--- src/hdl/amu_pkg.sv ---
`default_nettype none
// ----------------------------------------------------------------------------
// Atomic memory unit package
// Shared types, operation codes and sizes of the atomic memory unit.
// ----------------------------------------------------------------------------
package amu_pkg;

	// Field widths of the request and response items.
	localparam int FUNC_W       = 4;
	localparam int INDEX_W      = 10;
	localparam int WORD_W       = 32;

	// Default number of words in the store.
	localparam int STORE_WORDS_DEF = 1024;

	// Operation codes.
	localparam logic [FUNC_W-1:0] OP_CAS  = 4'd0;
	localparam logic [FUNC_W-1:0] OP_XCHG = 4'd1;
	localparam logic [FUNC_W-1:0] OP_ADDU = 4'd2;
	localparam logic [FUNC_W-1:0] OP_INC  = 4'd3;
	localparam logic [FUNC_W-1:0] OP_DEC  = 4'd4;
	localparam logic [FUNC_W-1:0] OP_MIN  = 4'd5;
	localparam logic [FUNC_W-1:0] OP_MAX  = 4'd6;
	localparam logic [FUNC_W-1:0] OP_AND  = 4'd7;
	localparam logic [FUNC_W-1:0] OP_OR   = 4'd8;
	localparam logic [FUNC_W-1:0] OP_XOR  = 4'd9;

	// Request item.
	typedef struct packed {
		logic [FUNC_W-1:0]  func;
		logic [INDEX_W-1:0] word_index;
		logic [WORD_W-1:0]  swap_value;
		logic [WORD_W-1:0]  operand;
	} amu_req_t;

	// Response item.
	typedef struct packed {
		logic [WORD_W-1:0] return_value;
		logic              did_write;
		logic              bad_func;
	} amu_rsp_t;

	// Outcome of one read-modify-write: the word to store and the response.
	typedef struct packed {
		logic [WORD_W-1:0] new_word;
		amu_rsp_t          rsp;
	} amu_upd_t;

	// Sequencer states.
	typedef enum logic [2:0] {
		S_CLEAR,
		S_IDLE,
		S_DIV,
		S_ADDR,
		S_EXEC
	} amu_state_t;

endpackage : amu_pkg
`default_nettype wire

--- src/hdl/amu_alu.sv ---
`default_nettype none
// ----------------------------------------------------------------------------
// Atomic memory unit operation logic
// Computes the new word and the response of one atomic operation from the
// old word and the request.
// ----------------------------------------------------------------------------
module amu_alu
	import amu_pkg::*;
(
	input  wire amu_req_t          req,
	input  wire [WORD_W-1:0]       old_word,
	output amu_upd_t               upd
);

	// Shared adder for add-unsigned, increment and decrement.
	logic [WORD_W-1:0] add_b;
	logic [WORD_W-1:0] sum;
	logic              old_lt;

	always_comb begin
		case (req.func)
			OP_INC:  add_b = WORD_W'(1);
			OP_DEC:  add_b = '1;
			default: add_b = req.operand;
		endcase
	end

	assign sum    = old_word + add_b;
	assign old_lt = old_word < req.operand;

	// Operation select.
	always_comb begin
		upd.new_word         = '0;
		upd.rsp.return_value = '0;
		upd.rsp.did_write    = 1'b1;
		upd.rsp.bad_func     = 1'b0;
		case (req.func)
			OP_CAS: begin
				upd.new_word         = req.swap_value;
				upd.rsp.return_value = old_word;
				upd.rsp.did_write    = (old_word == req.operand);
			end
			OP_XCHG: begin
				upd.new_word         = req.swap_value;
				upd.rsp.return_value = old_word;
			end
			OP_ADDU: begin
				upd.new_word         = sum;
				upd.rsp.return_value = old_word;
			end
			OP_INC, OP_DEC: begin
				upd.new_word         = sum;
				upd.rsp.return_value = sum;
			end
			OP_MIN: begin
				upd.new_word         = old_lt ? old_word : req.operand;
				upd.rsp.return_value = upd.new_word;
			end
			OP_MAX: begin
				upd.new_word         = (old_word > req.operand) ? old_word : req.operand;
				upd.rsp.return_value = upd.new_word;
			end
			OP_AND: begin
				upd.new_word         = old_word & req.operand;
				upd.rsp.return_value = upd.new_word;
			end
			OP_OR: begin
				upd.new_word         = old_word | req.operand;
				upd.rsp.return_value = upd.new_word;
			end
			OP_XOR: begin
				upd.new_word         = old_word ^ req.operand;
				upd.rsp.return_value = upd.new_word;
			end
			default: begin
				upd.rsp.did_write = 1'b0;
				upd.rsp.bad_func  = 1'b1;
			end
		endcase
	end

endmodule : amu_alu
`default_nettype wire

--- config.mk ---
export PLATFORM = sky130hd
export DESIGN_NAME = amu_alu
export DESIGN_NICKNAME = d
export VERILOG_FILES = /design/src/hdl/amu_pkg.sv /design/src/hdl/amu_alu.sv
export SDC_FILE = /design/constraint.sdc
export NUM_CORES = 1
export LEC_CHECK = 0
export ABC_CLOCK_PERIOD_IN_PS = 10200
export BUFFER_PORTS_ARGS = -buffer_cell sky130_fd_sc_hd__buf_2
export CAP_MARGIN = 20
export CORE_AREA = 3 3 103 105
export DETAILED_ROUTE_END_ITERATION = 8
export DIE_AREA = 0 0 106 108
export PLACE_DENSITY = 0.95
export SETUP_SLACK_MARGIN = 0.3
export SLEW_MARGIN = 20
export SYNTH_ARGS = -nofsm -noshare
export SYNTH_HDL_FRONTEND = slang
export SYNTH_SLANG_ARGS = --single-unit
--- constraint.sdc ---
create_clock -name vclk -period 10.2
set_input_delay 1.02 -clock vclk [all_inputs]
set_output_delay 1.02 -clock vclk [all_outputs]
set_load 0.02 [all_outputs]
==> metrics.txt, run 1 <==
# TYPE chip_impl_metric gauge
chip_impl_info{name="critical_path.startpoint_type",value="primary input"} 1
chip_impl_info{name="layout.cells.most_common_list",value="buf_2, ha_1, nor2_1, nand2_1, inv_1"} 1
chip_impl_metric{name="fin_setup_tns",unit="ns"} 0
chip_impl_metric{name="area_growth_syn_to_layout",unit="%"} 15.6
chip_impl_metric{name="io_pins",unit=""} 176
chip_impl_metric{name="global_route.overflow_total",unit=""} 0
chip_impl_metric{name="final.min_clock_period",unit="ns"} 6.10
chip_impl_metric{name="critical_path.max_stage_delay",unit="ns"} 0.65
chip_impl_metric{name="p_leak",unit="nW"} 3.66
chip_impl_metric{name="synthesis.area_per_instance",unit="sq um"} 6.84
chip_impl_metric{name="period_share",unit="%"} 59.9
chip_impl_metric{name="mappedNetlistNets",unit=""} 1102
chip_impl_info{name="critical_path.slowest_cell",value="a21boi_4"} 1
chip_impl_metric{name="cp_data_arrival_time",unit="ns"} 5.08
chip_impl_metric{name="critPathMaxFanout",unit=""} 25
chip_impl_metric{name="hold_viol_final",unit=""} 0
chip_impl_info{name="grt_setup_unrepaired",value="false"} 1
chip_impl_metric{name="detail_route.first_pass.iterations",unit=""} 5
chip_impl_metric{name="finalNetCount",unit=""} 1234
chip_impl_metric{name="maxcap_viol_count",unit=""} 0
chip_impl_info{name="run_status",value="finished, final reports clean"} 1
chip_impl_info{name="hold_path_class",value="primary input to output port"} 1
chip_impl_info{name="post_synth_main_area_contributors",value="ha_1, nor2_1, nand2_1"} 1
chip_impl_info{name="timing.critical_path.cells",value="buf_2 -> inv_1 -> ha_1 -> nor4_1 -> nand4b_1 -> a21oi_1 -> o41ai_4 -> a21boi_4 -> o2bb2ai_2 -> buf_4 -> a221o_1 -> a21o_1 -> a221o_1 -> buf_2"} 1
chip_impl_metric{name="hold_ws",unit="ns"} 2.36
chip_impl_metric{name="wl_per_cell",unit="microns"} 17.9
chip_impl_metric{name="timing.hold.worst_path_depth",unit=""} 3
chip_impl_metric{name="achievable-frequency",unit="MHz"} 164
chip_impl_metric{name="ff_latch_area",unit="sq um"} 0
chip_impl_metric{name="routed_via_density",unit=""} 6.41
chip_impl_metric{name="postCtsSetupRepairBufs",unit=""} 0
chip_impl_info{name="synthDominantAreaCellType",value="ha_1"} 1
chip_impl_metric{name="synth_top_area_share",unit="%"} 27.9
chip_impl_metric{name="data_required_time_of_the_worst_path",unit="ns"} 9.18
chip_impl_metric{name="pwr_density_cell",unit="mW/mm^2"} 65.6
chip_impl_metric{name="port_buffers",unit=""} 166
chip_impl_metric{name="grt_pass1_vias",unit=""} 6653
chip_impl_info{name="cp-endpoint",value="upd[52]"} 1
chip_impl_metric{name="ant_nets",unit=""} 0
chip_impl_metric{name="cts_hold_repair.buffers",unit=""} 0
chip_impl_metric{name="synthesis.instances",unit=""} 860
chip_impl_metric{name="grt_antenna_before_repair",unit=""} 1
chip_impl_metric{name="fp.dieW",unit="microns"} 106
chip_impl_metric{name="grt_first_pass_wirelength",unit="mm"} 32.5
chip_impl_info{name="startpoint",value="req[11]"} 1
chip_impl_metric{name="tightest_slew",unit="ns"} 1.12
chip_impl_metric{name="yosys_warnings",unit=""} 0
chip_impl_metric{name="setup_violations",unit=""} 0
chip_impl_metric{name="floorplan.initialDensity",unit="%"} 60.4
chip_impl_metric{name="area_of_combinational_cells_with_multiple_inputs",unit="sq mm"} 0.00543
chip_impl_info{name="endpoint_kind",value="output port"} 1
chip_impl_metric{name="chipHeight",unit="microns"} 108
chip_impl_metric{name="worst_case_vdd_ir_drop",unit="mV"} 0.0460
chip_impl_metric{name="num-fill-cells",unit=""} 870
chip_impl_metric{name="timing_max_transition_violations_final",unit=""} 0
chip_impl_metric{name="drive_above_1_share",unit="%"} 20.5
chip_impl_info{name="holdCritStartpoint",value="req[52]"} 1
chip_impl_metric{name="drc_errors",unit=""} 0
chip_impl_metric{name="detailed_place_hpwl",unit="mm"} 15.1
chip_impl_info{name="critical_path_start_end_classification",value="primary input to output port"} 1
chip_impl_metric{name="worst_slew_margin_rel",unit="%"} 25.3
chip_impl_metric{name="detailroute.via_count",unit=""} 7213
chip_impl_metric{name="netlist-cell-type-count",unit=""} 66
chip_impl_metric{name="globalRouteTotalUtil",unit="%"} 33.7
chip_impl_metric{name="num_rows",unit=""} 36
chip_impl_metric{name="n_clock_buffer",unit=""} 0
chip_impl_info{name="most_common_cell_after_layout_fill_and_taps_aside",value="buf_2"} 1
chip_impl_metric{name="post_cts_resize_count",unit=""} 0
chip_impl_metric{name="coreArea",unit="sq mm"} 0.00973
chip_impl_metric{name="post_synth_instance_area",unit="sq mm"} 0.00588
chip_impl_metric{name="seq_cells",unit=""} 0
chip_impl_metric{name="grt_max_degree",unit=""} 35
chip_impl_metric{name="routed_wirelength",unit="mm"} 20.1
chip_impl_metric{name="floorplan.die_area",unit="sq mm"} 0.0114
chip_impl_metric{name="synth_seq_area_share",unit="%"} 0
chip_impl_metric{name="drt-initial-drc-count",unit=""} 693
chip_impl_metric{name="gpl.final_weighted_congestion",unit=""} 0.958
synthesized netlist by cell type, types with 3 or more instances:
master and instances:
ha_1 131, nor2_1 118, nand2_1 88, inv_1 80, a21oi_1 53, o21ai_0 49
clkbuf_1 36, a221o_1 31, a22oi_1 30, a221oi_1 21, xnor2_1 21, a21o_1 15
o221ai_1 12, nand3_1 11, o211ai_1 11, o21bai_1 11, nor3_1 10, a211o_1 9
xor2_1 9, and3_1 8, buf_2 8, mux2i_1 7, nor2b_1 7, nand4_1 6
o21ai_1 6, or2_2 6, nand2b_1 5, a222oi_1 4, a31oi_1 4, nor4_1 4
a221oi_2 3, and2_1 3, or3_1 3
per-layer routing:
layer	GRT usage (%)	wire, microns
met1	46.0	8300
met2	57.0	9260
met3	2.51	2020
met4	9.81	563
met5	0	0
area by class of cell:
| cell class | count | share of cell area (%) |
|---|---|---|
| Antenna cell | 2 | 0.0737 |
| Inverter | 80 | 4.42 |
| Multi-Input combinational cell | 736 | 79.9 |
| Tap cell | 133 | 2.45 |
| Timing Repair Buffer | 174 | 13.1 |
worst max-delay path, delay by kind of cell:
kind | cells | cell delay [ns]
compound gates | 7 | 2.26
simple gates | 2 | 0.77
buf+inv | 4 | 0.67
fa+ha+maj | 1 | 0.35
worst min path at each step:
| stage | slack [ns] | end |
|---|---|---|
| after floorplan | 2.20 | upd[6] |
| after global placement | 2.36 | upd[54] |
| after detailed placement | 2.36 | upd[54] |
| after CTS | 2.37 | upd[54] |
| after global routing | 2.38 | upd[54] |
| final | 2.36 | upd[54] |
stage by stage:
stage | power, W | cell area (sq um) | util, % | instances | setup WS, ns
after detailed placement | 0.000435 | 6780 | 69.7 | 1123 | 4.16
after floorplan | 0.000303 | 5880 | - | 860 | 4.45
after global placement | 0.000429 | 6780 | 69.7 | 1123 | 4.21
after global routing | 0.000485 | 6790 | 69.8 | 1124 | 3.79
final | 0.000446 | 6800 | 69.8 | 1125 | 4.10
after CTS | 0.000438 | 6780 | 69.7 | 1123 | 4.17
report_power, final:
group                total [W]  switching (W)     internal [W]
Sequential                   0              0                0
Clock          0.0000000000263              0  0.0000000000262
Combinational         0.000446       0.000278         0.000168
Total                 0.000446       0.000278         0.000168
cell families (layout without fill, tap and decap cells):
group | count (synthesis) | in the layout | share of synthesized area [%]
AOI/OAI and AO/OA | 285 | 285 | 36.0
xor gates and xnor gates | 30 | 30 | 4.47
adders and majority gates | 132 | 132 | 28.2
buffers and inverters | 124 | 254 | 8.09
muxes | 8 | 8 | 1.57
other | 0 | 2 | 0
and+or+nand+nor | 281 | 281 | 21.6
No activity file was read; power rests on OpenSTA's default activity.
==> run 2, diff against run 1 <==
- ABC_AREA: not set -> 1
- ABC_CLOCK_PERIOD_IN_PS: 10200 -> 5800
- CORE_AREA: 3 3 103 105 -> 3 3 116 118
- DIE_AREA: 0 0 106 108 -> 0 0 119 121
- PLACE_DENSITY: 0.95 -> 0.94
- clock period: 10.2 -> 5.8 ns (I/O delays scaled with it)
==> run 2 against run 1 <==
Against the previous run: sequential cell count did not move; die area up 26%; area after synthesis increased by 22%; critical path depth is 5 higher; largest power group unchanged.
==> metrics.txt, run 2 <==
# TYPE chip_impl_metric gauge
chip_impl_metric{name="synthesis.area_per_instance",unit="sq um"} 5.26
chip_impl_metric{name="hold_viol_final",unit=""} 0
chip_impl_metric{name="detailed_place_hpwl",unit="mm"} 21.9
chip_impl_metric{name="seq_power_share",unit="%"} 0
chip_impl_metric{name="share_of_synthesized_area_spent_on_multiplexers",unit="%"} 0
chip_impl_metric{name="worst_case_vdd_ir_drop",unit="mV"} 0.0597
chip_impl_metric{name="maxcap_viol_count",unit=""} 0
chip_impl_metric{name="coreArea",unit="sq mm"} 0.0126
chip_impl_metric{name="chipHeight",unit="microns"} 121
chip_impl_metric{name="setup_violations",unit=""} 0
chip_impl_metric{name="area_of_combinational_cells_with_multiple_inputs",unit="sq mm"} 0.00626
chip_impl_metric{name="tightest_slew",unit="ns"} 1.17
chip_impl_metric{name="total_power",unit="W"} 0.000867
chip_impl_metric{name="n_clock_buffer",unit=""} 0
chip_impl_metric{name="layout.cell_area.non_filler",unit="sq mm"} 0.00811
chip_impl_metric{name="achievable-frequency",unit="MHz"} 212
chip_impl_metric{name="period_share",unit="%"} 81.5
chip_impl_info{name="yosys.cell_count.top_type",value="nand2_1"} 1
chip_impl_metric{name="area_growth_syn_to_layout",unit="%"} 12.9
chip_impl_metric{name="combinationalPowerShare",unit="%"} 100.0
chip_impl_metric{name="port_buffers",unit=""} 166
chip_impl_info{name="synth_top_family_by_area",value="simple AND/OR/NAND/NOR gates"} 1
chip_impl_info{name="synthDominantAreaCellType",value="ha_1"} 1
chip_impl_metric{name="switchingPower",unit="W"} 0.000591
chip_impl_metric{name="post_cts_resize_count",unit=""} 0
chip_impl_info{name="timing.critical_path.mode_cell",value="nand2_1"} 1
chip_impl_metric{name="floorplan.die_area",unit="sq mm"} 0.0144
chip_impl_info{name="endpoint_kind",value="output port"} 1
chip_impl_metric{name="seq_cells",unit=""} 0
chip_impl_metric{name="pwr_density_cell",unit="mW/mm^2"} 107
chip_impl_metric{name="num-fill-cells",unit=""} 1223
chip_impl_info{name="most_common_cell_after_layout_fill_and_taps_aside",value="nand2_1"} 1
chip_impl_metric{name="netlist-cell-type-count",unit=""} 40
chip_impl_info{name="grt_setup_unrepaired",value="false"} 1
chip_impl_metric{name="io_pins",unit=""} 176
chip_impl_metric{name="critical_path.max_stage_delay",unit="ns"} 0.55
chip_impl_info{name="synth_top_cells_by_count",value="nand2_1, nand3_1, inv_1"} 1
chip_impl_metric{name="global_route.overflow_total",unit=""} 0
chip_impl_metric{name="data_required_time_of_the_worst_path",unit="ns"} 5.22
chip_impl_info{name="hold_path_class",value="primary input to output port"} 1
chip_impl_metric{name="drc_errors",unit=""} 0
chip_impl_metric{name="mappedNetlistNets",unit=""} 1606
chip_impl_metric{name="grt_antenna_before_repair",unit=""} 1
chip_impl_metric{name="wl_per_cell",unit="microns"} 16.8
chip_impl_metric{name="cp_data_arrival_time",unit="ns"} 4.15
chip_impl_metric{name="intPower",unit="W"} 0.000276
chip_impl_metric{name="place_ws",unit="ns"} 1.23
chip_impl_info{name="critical_path_start_end_classification",value="primary input to output port"} 1
chip_impl_metric{name="routed_via_density",unit=""} 5.93
chip_impl_metric{name="worst_slew_margin_rel",unit="%"} 21.7
chip_impl_metric{name="finalNetCount",unit=""} 1737
chip_impl_info{name="cp-endpoint",value="upd[26]"} 1
chip_impl_info{name="timing.critical_path.cells",value="buf_2 -> nor2_1 -> nand2_1 -> inv_1 -> buf_4 -> a21oi_1 -> ha_1 -> nand2_1 -> nor2_1 -> inv_1 -> nor3_1 -> o21ai_0 -> nand3_1 -> nand2_1 -> nand3_1 -> nand2_1 -> nor2_1 -> nand2_1 -> buf_2"} 1
chip_impl_info{name="startpoint",value="req[76]"} 1
chip_impl_metric{name="post_synth_fa_ha_maj_area_fraction",unit="%"} 23.1
chip_impl_metric{name="synth_seq_area_share",unit="%"} 0
chip_impl_metric{name="globalRouteTotalUtil",unit="%"} 37.2
chip_impl_metric{name="power.share.switching",unit="%"} 68.2
chip_impl_metric{name="finalWorstSetupSlack",unit="ns"} 1.07
chip_impl_metric{name="dpl-instance-area",unit="sq mm"} 0.00810
chip_impl_metric{name="postCtsSetupRepairBufs",unit=""} 0
chip_impl_metric{name="grt_pass1_vias",unit=""} 8754
chip_impl_info{name="layout.cells.most_common_list",value="nand2_1, nand3_1, inv_1, nor2_1, buf_2"} 1
chip_impl_metric{name="p_leak",unit="nW"} 4.93
chip_impl_metric{name="detailroute.via_count",unit=""} 9877
chip_impl_metric{name="routed_wirelength",unit="mm"} 28.1
chip_impl_metric{name="drive_above_1_share",unit="%"} 13.1
chip_impl_metric{name="synthesis.instances",unit=""} 1364
chip_impl_metric{name="critical_path_cell_count",unit=""} 19
chip_impl_metric{name="synthesized_area_fraction_occupied_by_and_or_nand_nor_cells",unit="%"} 47.7
chip_impl_metric{name="grt_max_degree",unit=""} 35
chip_impl_metric{name="ant_nets",unit=""} 0
chip_impl_info{name="critical_path.slowest_cell",value="inv_1"} 1
chip_impl_metric{name="fp.dieW",unit="microns"} 119
chip_impl_metric{name="num_rows",unit=""} 41
chip_impl_metric{name="synth-compound-area-share",unit="%"} 14.8
chip_impl_metric{name="clockPowerShare",unit="%"} 0
chip_impl_metric{name="ff_latch_area",unit="sq um"} 0
chip_impl_metric{name="floorplan.initialDensity",unit="%"} 57.1
chip_impl_metric{name="fin_util",unit="%"} 64.5
chip_impl_info{name="critical_path.startpoint_type",value="primary input"} 1
chip_impl_metric{name="grt_first_pass_wirelength",unit="mm"} 44.2
chip_impl_metric{name="post_synth_instance_area",unit="sq mm"} 0.00718
chip_impl_metric{name="yosys_warnings",unit=""} 0
chip_impl_metric{name="drt-initial-drc-count",unit=""} 1357
chip_impl_metric{name="detail_route.first_pass.iterations",unit=""} 6
chip_impl_metric{name="worstPathBufferInverterCount",unit=""} 5
chip_impl_metric{name="synth_top_area_share",unit="%"} 22.8
chip_impl_info{name="post_synth_main_area_contributors",value="ha_1, nand2_1, nand3_1"} 1
chip_impl_metric{name="final.min_clock_period",unit="ns"} 4.73
chip_impl_metric{name="cts_hold_repair.buffers",unit=""} 0
chip_impl_metric{name="gpl.final_weighted_congestion",unit=""} 1.02
chip_impl_metric{name="critPathMaxFanout",unit=""} 19
chip_impl_metric{name="synth_xor_area_share",unit="%"} 1.34
chip_impl_info{name="crit_family",value="simple AND/OR/NAND/NOR gates"} 1
chip_impl_metric{name="fin_setup_tns",unit="ns"} 0
chip_impl_info{name="run_status",value="finished, final reports clean"} 1
chip_impl_metric{name="timing_max_transition_violations_final",unit=""} 0
run 2: cell count changes in the layout (fill, tap and decap cells not counted), sizes merged, moves of 11 or more:
cell	previous run	this run
a221o	31	0
o21ai	55	23
a21o	15	3
xnor2	21	2
nand3	11	199
o221ai	12	1
a21oi	53	83
inv	80	193
nand2	89	390
o21bai	11	24
a22oi	30	1
nor2	118	182
run 2: worst min path at each step:
stage,startpoint,end,slack [ns],cells after the start
after floorplan,req[77],upd[0],1.31,2
after global placement,req[77],upd[0],1.53,4
after detailed placement,req[77],upd[0],1.54,4
after CTS,req[77],upd[0],1.54,4
after global routing,req[77],upd[0],1.56,4
final,req[77],upd[0],1.54,4
run 2: cells by family after synthesis:
kind of cell,after synthesis
compound gates,173
xor+xnor,11
fa+ha+maj,132
buf+inv,239
simple gates,809
run 2: area by class of cell:
class                           count  share of cell area, %
Multi-Input combinational cell   1125                   77.3
Inverter                          193                   8.94
Antenna cell                        1                 0.0309
Tap cell                          172                   2.66
Timing Repair Buffer              175                   11.1
run 2: metal layers:
metal	global-route usage (%)	up-vias	part of all wire, %
li1	-	4676	-
met1	55.7	4461	43
met2	54.7	668	41
met3	6.71	72	14
met4	9.05	0	2.4
met5	0	-	0
run 2: stage by stage:
step                hold slack (ns)  std cells
floorplan                      1.31       1364
global placement               1.53       1665
detailed placement             1.54       1665
CTS                            1.54       1665
global route                   1.56       1666
finish                         1.54       1666
run 2: power groups by stage:
stage | combinational (W) | clock (W) | sequential, W
6_report | 0.000867 | 0.0000000000231 | 0
5_1_grt | 0.000950 | 0.0000000000230 | 0
4_1_cts | 0.000843 | 0 | 0
3_5_place_dp | 0.000839 | 0 | 0
3_3_place_gp | 0.000824 | 0 | 0
2_1_floorplan | 0.000574 | 0 | 0
==> run 3, diff against run 2 <==
- ABC_CLOCK_PERIOD_IN_PS: 5800 -> 4350
- clock period: 5.8 -> 4.35 ns (I/O delays scaled with it)
==> run 3 against run 2 <==
Against the previous run: via count decreased by 0.44%; die area unchanged; core utilization rose by 0.61 points; total power increased by 35%; cell area up 0.94%; wire length decreased by 0.93%; combinational power up 35%; global-route usage shrank 0.99 points; clock-buffer cell count unchanged; highest routed layer unchanged.
==> metrics.txt, run 3 (synthesized netlist as in run 2, its figures left out) <==
# TYPE chip_impl_metric gauge
chip_impl_info{name="run_status",value="finished, final reports clean"} 1
chip_impl_metric{name="detailed_place_hpwl",unit="mm"} 21.9
chip_impl_metric{name="grt_antenna_before_repair",unit=""} 1
chip_impl_metric{name="period_share",unit="%"} 88.3
chip_impl_metric{name="grt_first_pass_wirelength",unit="mm"} 43.2
chip_impl_metric{name="worst_case_vdd_ir_drop",unit="mV"} 0.0616
chip_impl_metric{name="data_required_time_of_the_worst_path",unit="ns"} 3.91
chip_impl_info{name="hold_path_class",value="primary input to output port"} 1
chip_impl_metric{name="gpl.final_weighted_congestion",unit=""} 1.07
chip_impl_metric{name="critical_path_cell_count",unit=""} 19
chip_impl_metric{name="wl_per_cell",unit="microns"} 16.6
chip_impl_metric{name="num_rows",unit=""} 41
chip_impl_metric{name="drc_errors",unit=""} 0
chip_impl_metric{name="postCtsSetupRepairBufs",unit=""} 0
chip_impl_metric{name="place.detailed.instances",unit=""} 1670
chip_impl_metric{name="routed_via_density",unit=""} 5.89
chip_impl_info{name="critical_path_start_end_classification",value="primary input to output port"} 1
chip_impl_metric{name="detailroute.via_count",unit=""} 9834
chip_impl_metric{name="globalRouteTotalUtil",unit="%"} 36.3
chip_impl_metric{name="timing_max_transition_violations_final",unit=""} 0
chip_impl_info{name="most_common_cell_after_layout_fill_and_taps_aside",value="nand2_1"} 1
chip_impl_metric{name="critical_path.max_stage_delay",unit="ns"} 0.52
chip_impl_metric{name="routed_wirelength",unit="mm"} 27.8
chip_impl_info{name="crit_family",value="simple AND/OR/NAND/NOR gates"} 1
chip_impl_metric{name="worstPathBufferInverterCount",unit=""} 6
chip_impl_metric{name="io_pins",unit=""} 176
chip_impl_metric{name="finalNetCount",unit=""} 1742
chip_impl_metric{name="fin_setup_tns",unit="ns"} 0
chip_impl_metric{name="cp_data_arrival_time",unit="ns"} 3.41
chip_impl_info{name="timing.critical_path.cells",value="buf_2 -> nor2_2 -> nand2_1 -> inv_2 -> buf_4 -> a21oi_1 -> ha_1 -> nand2_1 -> nor3_1 -> o21ai_0 -> nand3_1 -> nand2_1 -> nand3_1 -> nand2_1 -> inv_1 -> nand2_1 -> inv_1 -> nand3_1 -> buf_2"} 1
chip_impl_info{name="holdCritStartpoint",value="req[34]"} 1
chip_impl_metric{name="cts_hold_repair.buffers",unit=""} 0
chip_impl_metric{name="seq_cells",unit=""} 0
chip_impl_metric{name="n_clock_buffer",unit=""} 0
chip_impl_info{name="layout.cells.most_common_list",value="nand2_1, nand3_1, inv_1, nor2_1, buf_2"} 1
chip_impl_metric{name="setup_violations",unit=""} 0
chip_impl_info{name="grt_setup_unrepaired",value="true"} 1
chip_impl_metric{name="floorplan.initialDensity",unit="%"} 57.1
chip_impl_metric{name="fin_cells",unit=""} 1671
chip_impl_metric{name="achievable-frequency",unit="MHz"} 260
chip_impl_metric{name="area_growth_syn_to_layout",unit="%"} 14.0
chip_impl_metric{name="port_buffers",unit=""} 166
chip_impl_metric{name="p_leak",unit="nW"} 4.96
chip_impl_info{name="timing.critical_path.mode_cell",value="nand2_1"} 1
chip_impl_metric{name="hold_viol_final",unit=""} 0
chip_impl_metric{name="grt_max_degree",unit=""} 35
chip_impl_info{name="hold_path_end",value="upd[36]"} 1
chip_impl_metric{name="grt_pass1_vias",unit=""} 8593
chip_impl_metric{name="coreArea",unit="sq mm"} 0.0126
chip_impl_metric{name="post_cts_resize_count",unit=""} 0
chip_impl_metric{name="drt-initial-drc-count",unit=""} 1301
chip_impl_metric{name="floorplan.die_area",unit="sq mm"} 0.0144
chip_impl_metric{name="critPathMaxFanout",unit=""} 9
chip_impl_metric{name="ant_nets",unit=""} 0
chip_impl_metric{name="fin_util",unit="%"} 65.1
chip_impl_metric{name="ff_latch_area",unit="sq um"} 0
chip_impl_info{name="critical_path.startpoint_type",value="primary input"} 1
chip_impl_metric{name="timing.hold.worst_path_depth",unit=""} 4
chip_impl_metric{name="total_power",unit="W"} 0.00117
chip_impl_metric{name="tightest_slew",unit="ns"} 1.16
chip_impl_metric{name="detail_route.first_pass.iterations",unit=""} 6
chip_impl_metric{name="pwr_density_cell",unit="mW/mm^2"} 143
chip_impl_info{name="endpoint_kind",value="output port"} 1
chip_impl_metric{name="final.min_clock_period",unit="ns"} 3.84
chip_impl_info{name="critical_path.slowest_cell",value="nor3_1"} 1
chip_impl_metric{name="maxcap_viol_count",unit=""} 0
chip_impl_metric{name="drive_above_1_share",unit="%"} 14.4
chip_impl_metric{name="chipHeight",unit="microns"} 121
chip_impl_metric{name="worst_slew_margin_rel",unit="%"} 22.8
chip_impl_metric{name="fp.dieW",unit="microns"} 119
chip_impl_metric{name="global_route.overflow_total",unit=""} 0
-- run 3: cell count changes in the layout (fill, tap and decap cells not counted), moves of 2 or more --
| cell | before | now |
|---|---|---|
| nor3_1 | 9 | 7 |
| ha_1 | 131 | 129 |
| nor2_2 | 1 | 3 |
| buf_4 | 9 | 14 |
| a21oi_1 | 82 | 77 |
| a21oi_2 | 0 | 5 |
| nor3_2 | 4 | 6 |
| inv_1 | 191 | 189 |
| inv_2 | 2 | 4 |
| ha_2 | 0 | 2 |
-- run 3: worst min-delay path, delay by kind of cell --
kind | cells | cell delay (ns)
AO/OA/AOI/OAI | 1 | 0.07
AND/OR/NAND/NOR | 1 | 0.08
buffers and inverters | 2 | 0.23
-- run 3: per-layer routing --
metal	vias to the layer above	track usage, %	part of all wire [%]
met3	83	6.29	13
met4	0	7.75	2.5
li1	4694	-	-
met5	-	0	0
met1	4417	53.4	43
met2	640	55.0	41
-- run 3: power breakdown --
group | leakage (nW) | switching (W) | total [W] | internal [W]
Sequential | 0 | 0 | 0 | 0
Combinational | 4.96 | 0.000792 | 0.00117 | 0.000375
Clock | 0.00000634 | 0 | 0.0000000000307 | 0.0000000000307
-- run 3: metrics by stage --
stage	area (sq um)	hold WS, ns	setup WS [ns]
floorplan	7180	1.02	1.02
global route	8180	1.29	0.283
detailed placement	8140	1.25	0.413
finish	8180	1.26	0.508
global placement	8140	1.24	0.460
CTS	8140	1.25	0.400
-- run 3: final cells by class --
| class | instances | area [sq um] |
|---|---|---|
| inverter | 193 | 724 |
| antenna | 1 | 2.50 |
| multi-input combinational | 1125 | 6300 |
| timing repair buffer | 180 | 936 |
| fill | 1215 | 4390 |
| tap | 172 | 215 |
-- run 3: worst max-delay path by stage --
stage,start,endpoint,slack (ns)
6_report,req[76],upd[20],0.51
5_1_grt,req[74],upd[54],0.28
4_1_cts,req[76],upd[48],0.40
3_5_place_dp,req[76],upd[59],0.41
3_3_place_gp,req[76],upd[59],0.46
2_1_floorplan,req[76],upd[16],1.02
